## config.mk

```make
export PLATFORM = sky130hd
export DESIGN_NAME = dcma_queue
export DESIGN_NICKNAME = d
export VERILOG_FILES = /design/src/rtl/dcma_pkg.sv /design/src/rtl/dcma_queue.sv
export SDC_FILE = /design/constraint.sdc
export NUM_CORES = 1
export LEC_CHECK = 0
export BUFFER_PORTS_ARGS = -buffer_cell sky130_fd_sc_hd__buf_4
export CAP_MARGIN = 20
export CORE_MARGIN = 4
export CORE_UTILIZATION = 40
export DETAILED_ROUTE_END_ITERATION = 12
export PLACE_DENSITY = 0.66
export SYNTH_ARGS = -nofsm -noshare
export SYNTH_HDL_FRONTEND = slang
export SYNTH_SLANG_ARGS = --single-unit
```

## constraint.sdc

```tcl
create_clock -name clk -period 2.3 [get_ports clk]
set_input_delay 0.23 -clock clk [delete_from_list [all_inputs] [get_ports clk]]
set_output_delay 0.23 -clock clk [all_outputs]
set_load 0.01 [all_outputs]
```

## src/rtl/dcma_pkg.sv

```systemverilog
`default_nettype none

package dcma_pkg;

  // Sizes
  localparam int MAX_JOINTS  = 16;
  localparam int MAX_WINDOW  = 32;
  localparam int MIN_WINDOW  = 3;
  localparam int SAMPLE_W    = 16;
  localparam int JOINT_W     = 4;
  localparam int WIN_W       = 6;
  localparam int POS_W       = 5;
  localparam int SUM_W       = 21;
  localparam int HIST_DEPTH  = MAX_JOINTS * MAX_WINDOW;
  localparam int HIST_ADDR_W = JOINT_W + POS_W;
  localparam int HIST_DATA_W = 2 * SAMPLE_W;
  localparam int QUEUE_DEPTH = 2;
  localparam int QPTR_W      = 1;
  localparam int QCNT_W      = 2;
  localparam int DIV_STEPS   = SUM_W;
  localparam int DIV_CNT_W   = 5;

  // Register map
  localparam int APB_ADDR_W = 3;
  localparam int APB_DATA_W = 32;
  localparam logic REG_IDX_WINDOW = 1'b0;

  // Sequencer states of the back end
  typedef enum logic [1:0] {
    ST_IDLE,
    ST_RMW,
    ST_DIV
  } state_t;

  // One queued sample pair
  typedef struct packed {
    logic [JOINT_W-1:0]         joint;
    logic signed [SAMPLE_W-1:0] ag;
    logic signed [SAMPLE_W-1:0] an;
  } item_t;

  // One averaged result
  typedef struct packed {
    logic [JOINT_W-1:0]         joint;
    logic signed [SAMPLE_W-1:0] ag_mean;
    logic signed [SAMPLE_W-1:0] an_mean;
  } result_t;

  // Queue status toward the top level
  typedef struct packed {
    logic [QCNT_W-1:0] count;
    logic              full;
  } queue_stat_t;

endpackage

`default_nettype wire

```

## src/rtl/dcma_queue.sv

```systemverilog
`default_nettype none

module dcma_queue
  import dcma_pkg::*;
(
  input  wire logic        clk,
  input  wire logic        rst_n,
  input  wire logic        push,
  input  wire item_t       push_item,
  input  wire logic        pop,
  output logic             q_valid,
  output item_t            q_item,
  output queue_stat_t      stat
);

  item_t             entry_r [QUEUE_DEPTH];
  logic [QPTR_W-1:0] wr_ptr_r, wr_ptr_nxt;
  logic [QPTR_W-1:0] rd_ptr_r, rd_ptr_nxt;
  logic [QCNT_W-1:0] count_r, count_nxt;
  logic              do_push, do_pop;

  // Push only when there is room, pop only when there is data
  assign do_push = push && (count_r != QCNT_W'(QUEUE_DEPTH));
  assign do_pop  = pop && (count_r != '0);

  always_comb begin
    wr_ptr_nxt = do_push ? wr_ptr_r + 1'b1 : wr_ptr_r;
    rd_ptr_nxt = do_pop ? rd_ptr_r + 1'b1 : rd_ptr_r;
    count_nxt  = count_r;
    if (do_push && !do_pop) begin
      count_nxt = count_r + 1'b1;
    end else if (!do_push && do_pop) begin
      count_nxt = count_r - 1'b1;
    end
  end

  always_ff @(posedge clk) begin
    if (!rst_n) begin
      wr_ptr_r <= '0;
      rd_ptr_r <= '0;
      count_r  <= '0;
    end else begin
      wr_ptr_r <= wr_ptr_nxt;
      rd_ptr_r <= rd_ptr_nxt;
      count_r  <= count_nxt;
    end
  end

  // Payload storage, no reset
  always_ff @(posedge clk) begin
    if (do_push) begin
      entry_r[wr_ptr_r] <= push_item;
    end
  end

  assign q_valid    = (count_r != '0);
  assign q_item     = entry_r[rd_ptr_r];
  assign stat.count = count_r;
  assign stat.full  = (count_r == QCNT_W'(QUEUE_DEPTH));

endmodule

`default_nettype wire

```

==> impl_metrics.tcl <==
set metrics [dict create \
    rsz0062_at_grt "false" \
    worst_hold_path_type "in2reg" \
    post_cts_resized 0 \
    grt_pass1_vias 1544 \
    cap_violations 0 \
    grt_pass1_wl_mm 7.92 \
    route.vias.total 1453 \
    route.detailed.wl_per_inst_um 15.5 \
    tritoncts_clock_tree "built" \
    outcome "completed" \
    worst_r2r_path_depth 3 \
    io-pin-count 80 \
    drt-total-wl_mm 5.09 \
    critPathArrivalTime_ps 1660 \
    cts.clk_slew.worst_paths_ps 80 \
    global_route.usage.met2_pct 20.8 \
    critPathKind "reg2out" \
    pin_count_of_the_biggest_net_entering_global_routing 23 \
    grt_antenna_before_repair 0 \
    post-cts-setup-buffer-count 0 \
    totalNegativeSetupSlack_ps 0 \
    die_width_um 92.1 \
    fmaxAchievable_mhz 530 \
    synth.net_count 178 \
    share_clk_of_total_power_pct 26.7 \
    groute.usage.overall_pct 12.8 \
    slowest_delay_ps 580 \
    synth_cell_type_count 22 \
    floorplan.initialDensity_pct 41.4 \
    cp_slowest_cell "sky130_fd_sc_hd__dfxtp_2" \
    power_report.internal_total_uw 3030 \
    half_perimeter_wire_length_of_the_detailed_placement_result_mm 3.54 \
    min_from "push_item[20]" \
    combinationalPowerShare_pct 28.3 \
    irDropWorstVdd_mv 0.440 \
    ctsHoldBuffers 0 \
    worst_r2r_startpoint "count_r[0]" \
    area_growth_pct 34.3 \
    clock_skew_ps 8.39 \
    synth.cell_area_um2 2830 \
    met3_usage_pct 4.10 \
    fp-row-count 30 \
    worstPathRequired_ps 2070 \
    whs_path_depth 1 \
    clkLatencyLatePin_ps 340 \
    grt_overflow_total 0 \
    yosysWarnings 0 \
    max_slew.worst_pin.slew_ps 452 \
    gr-usage-met1_pct 14.5 \
    net-switching-power_uw 1110 \
    gpl.final_weighted_congestion 0.703 \
    detailedRoute.firstPassIterationCount 3 \
    core_area_um2 6830 \
    ys_ff_latch 77 \
    postLayoutCoreUtil_pct 55.7 \
    count_of_pins_over_their_slew_limit 0 \
    h-tree-depth 3 \
    clock_sink_count 77 \
    fp.dieArea_um2 8490 \
    final_antenna_diode_count 0 \
    share_of_cells_above_drive_strength_1_pct 59.9 \
    ant_nets 0 \
    cp-start-kind "register" \
    cts-root-buf "sky130_fd_sc_hd__clkbuf_8" \
    grt_busiest_layer "met2" \
    power.density_cell_area_nw_per_um2 1090 \
    sequential_to_total_area_share_from_yosys_stat_pct 79.9 \
    floorplan.die.height_um 92.1 \
    switching_share_pct 26.8 \
    initial_drc_count 44 \
    netlist_instances 137 \
    detail_route.drc_violations 0 \
    synth.avg_cell_area_um2 20.7 \
    routed_via_density 4.43 \
    cts-buffers-inserted 9 \
    cellLeakagePower_uw 0.00143 \
    finalHoldViolCount 0 \
    min_to "entry_r[1][20]" \
    cp-end-kind "output port" \
    reg2reg_to "entry_r[1][21]" \
    cts.path.max_buffers 2 \
    finish.net_count 268 \
    layout_min_cycle_time_ps 1890 \
    cp_max_fo 22 \
    slew-limit-headroom_pct 69.8 \
    finalSetupViolCount 0 \
    buffer_ports.inserted 79 \
    path_cells "buf_12, mux2_2, buf_4" \
    timing.reg2reg.setup_slack_ps 660 \
    post-route-period-util_pct 82.0 \
    pwr-share-seq_pct 45.0 \
]
-- Yosys cell counts --
| cell | count | area [um2] |
|---|---|---|
| sky130_fd_sc_hd__nor2_1 | 1 | 3.75 |
| sky130_fd_sc_hd__edfxtp_1 | 72 | 2160 |
| sky130_fd_sc_hd__and2_1 | 3 | 18.8 |
| sky130_fd_sc_hd__dfxtp_1 | 5 | 100 |
| sky130_fd_sc_hd__buf_4 | 3 | 22.5 |
| sky130_fd_sc_hd__o21a_1 | 1 | 7.51 |
| sky130_fd_sc_hd__o21ai_1 | 1 | 5.00 |
| sky130_fd_sc_hd__nand2b_1 | 1 | 6.26 |
| sky130_fd_sc_hd__ha_1 | 1 | 12.5 |
| sky130_fd_sc_hd__inv_1 | 1 | 3.75 |
| sky130_fd_sc_hd__or2_2 | 1 | 6.26 |
| sky130_fd_sc_hd__or3_1 | 1 | 6.26 |
| sky130_fd_sc_hd__mux2_2 | 36 | 405 |
| sky130_fd_sc_hd__buf_2 | 1 | 5.00 |
| sky130_fd_sc_hd__inv_2 | 1 | 3.75 |
| sky130_fd_sc_hd__a21boi_0 | 1 | 7.51 |
| sky130_fd_sc_hd__nor3_2 | 1 | 10.0 |
| sky130_fd_sc_hd__xor2_1 | 1 | 8.76 |
| sky130_fd_sc_hd__o21ai_0 | 1 | 5.00 |
| sky130_fd_sc_hd__xnor2_1 | 2 | 17.5 |
| sky130_fd_sc_hd__and3_1 | 1 | 6.26 |
| sky130_fd_sc_hd__a21boi_1 | 1 | 7.51 |
-- registers in the layout, summed over array words and instances (netlist names), named ones only --
name and count:
rd_ptr_r 1, wr_ptr_r 1, entry_r 72, count_r 2
-- worst max-delay path by stage --
stage                     from              to  slack, ps  depth (start not counted)
finish                register      q_item[22]        410                          3
global route          register      q_item[29]        330                          3
CTS                   register      q_item[22]        370                          3
detailed placement  count_r[0]  entry_r[1][31]        650                          3
global placement    count_r[0]  entry_r[1][35]        700                          3
floorplan           count_r[0]   entry_r[0][0]        310                          3
-- cell families after synthesis --
logic type	synth area share, %
buf+inv	1.24
xor+xnor	0.928
simple gates	2.03
mux	14.3
compound gates	1.15
flops	79.9
fa+ha+maj	0.442
-- through the flow --
stage	power [uW]	std cells	hold slack, ps	area, um2	setup slack (ps)
6_report	4130	328	65.8	3800	415
4_1_cts	4210	328	42.7	3800	369
3_5_place_dp	3090	312	417	3580	648
5_1_grt	4350	328	39.6	3800	325
3_3_place_gp	3070	312	418	3580	700
2_1_floorplan	2520	137	329	2840	308
-- placed cells by master (no fill, tap or decap) --
cell,Yosys,routed
sky130_fd_sc_hd__buf_4,3,81
sky130_fd_sc_hd__edfxtp_1,72,72
sky130_fd_sc_hd__mux2_2,36,36
sky130_fd_sc_hd__clkbuf_8,0,9
sky130_fd_sc_hd__dfxtp_1,5,4
sky130_fd_sc_hd__and2_1,3,3
sky130_fd_sc_hd__xnor2_1,2,2
sky130_fd_sc_hd__clkinv_4,0,2
sky130_fd_sc_hd__bufinv_16,0,2
sky130_fd_sc_hd__buf_12,0,2
sky130_fd_sc_hd__inv_1,1,1
sky130_fd_sc_hd__nand2b_1,1,1
sky130_fd_sc_hd__inv_2,1,1
sky130_fd_sc_hd__nor2_1,1,1
sky130_fd_sc_hd__or2_2,1,1
sky130_fd_sc_hd__o21ai_1,1,1
sky130_fd_sc_hd__and3_2,0,1
sky130_fd_sc_hd__nor3_4,0,1
sky130_fd_sc_hd__a21boi_0,1,1
sky130_fd_sc_hd__o21a_1,1,1
sky130_fd_sc_hd__xor2_1,1,1
sky130_fd_sc_hd__o21ai_0,1,1
sky130_fd_sc_hd__or3_1,1,1
sky130_fd_sc_hd__a21boi_1,1,1
sky130_fd_sc_hd__ha_1,1,1
sky130_fd_sc_hd__dfxtp_2,0,1
sky130_fd_sc_hd__inv_6,0,1
sky130_fd_sc_hd__clkinvlp_4,0,1
sky130_fd_sc_hd__clkinv_1,0,1
-- power by group through the flow --
stage,clock network [uW],logic [uW],registers (uW)
5_1_grt,1200,1270,1880
3_3_place_gp,0,1190,1880
6_report,1100,1170,1860
4_1_cts,1140,1200,1860
2_1_floorplan,0,668,1850
3_5_place_dp,0,1190,1890
-- area by class of cell --
type                    count  area (um2)
fillers                   565        3030
flip-flops and latches     77        2260
repair buffers             83         648
multi-input cells          54         542
clock buffers               9         124
well taps                  96         120
clock inverters             7        97.6
inverters                   2        7.51
-- routing by layer --
metal,wire [um],up-vias
met1,2100,686
met5,0,-
li1,-,707
met4,158,0
met3,307,11
met2,2530,49
-- critical path: cells and delay by family (launching register included) --
family	cells	cell delay [ps]
mux	1	370
buf+inv	2	380
flops	1	580
No activity file was read; power rests on OpenSTA's default activity.
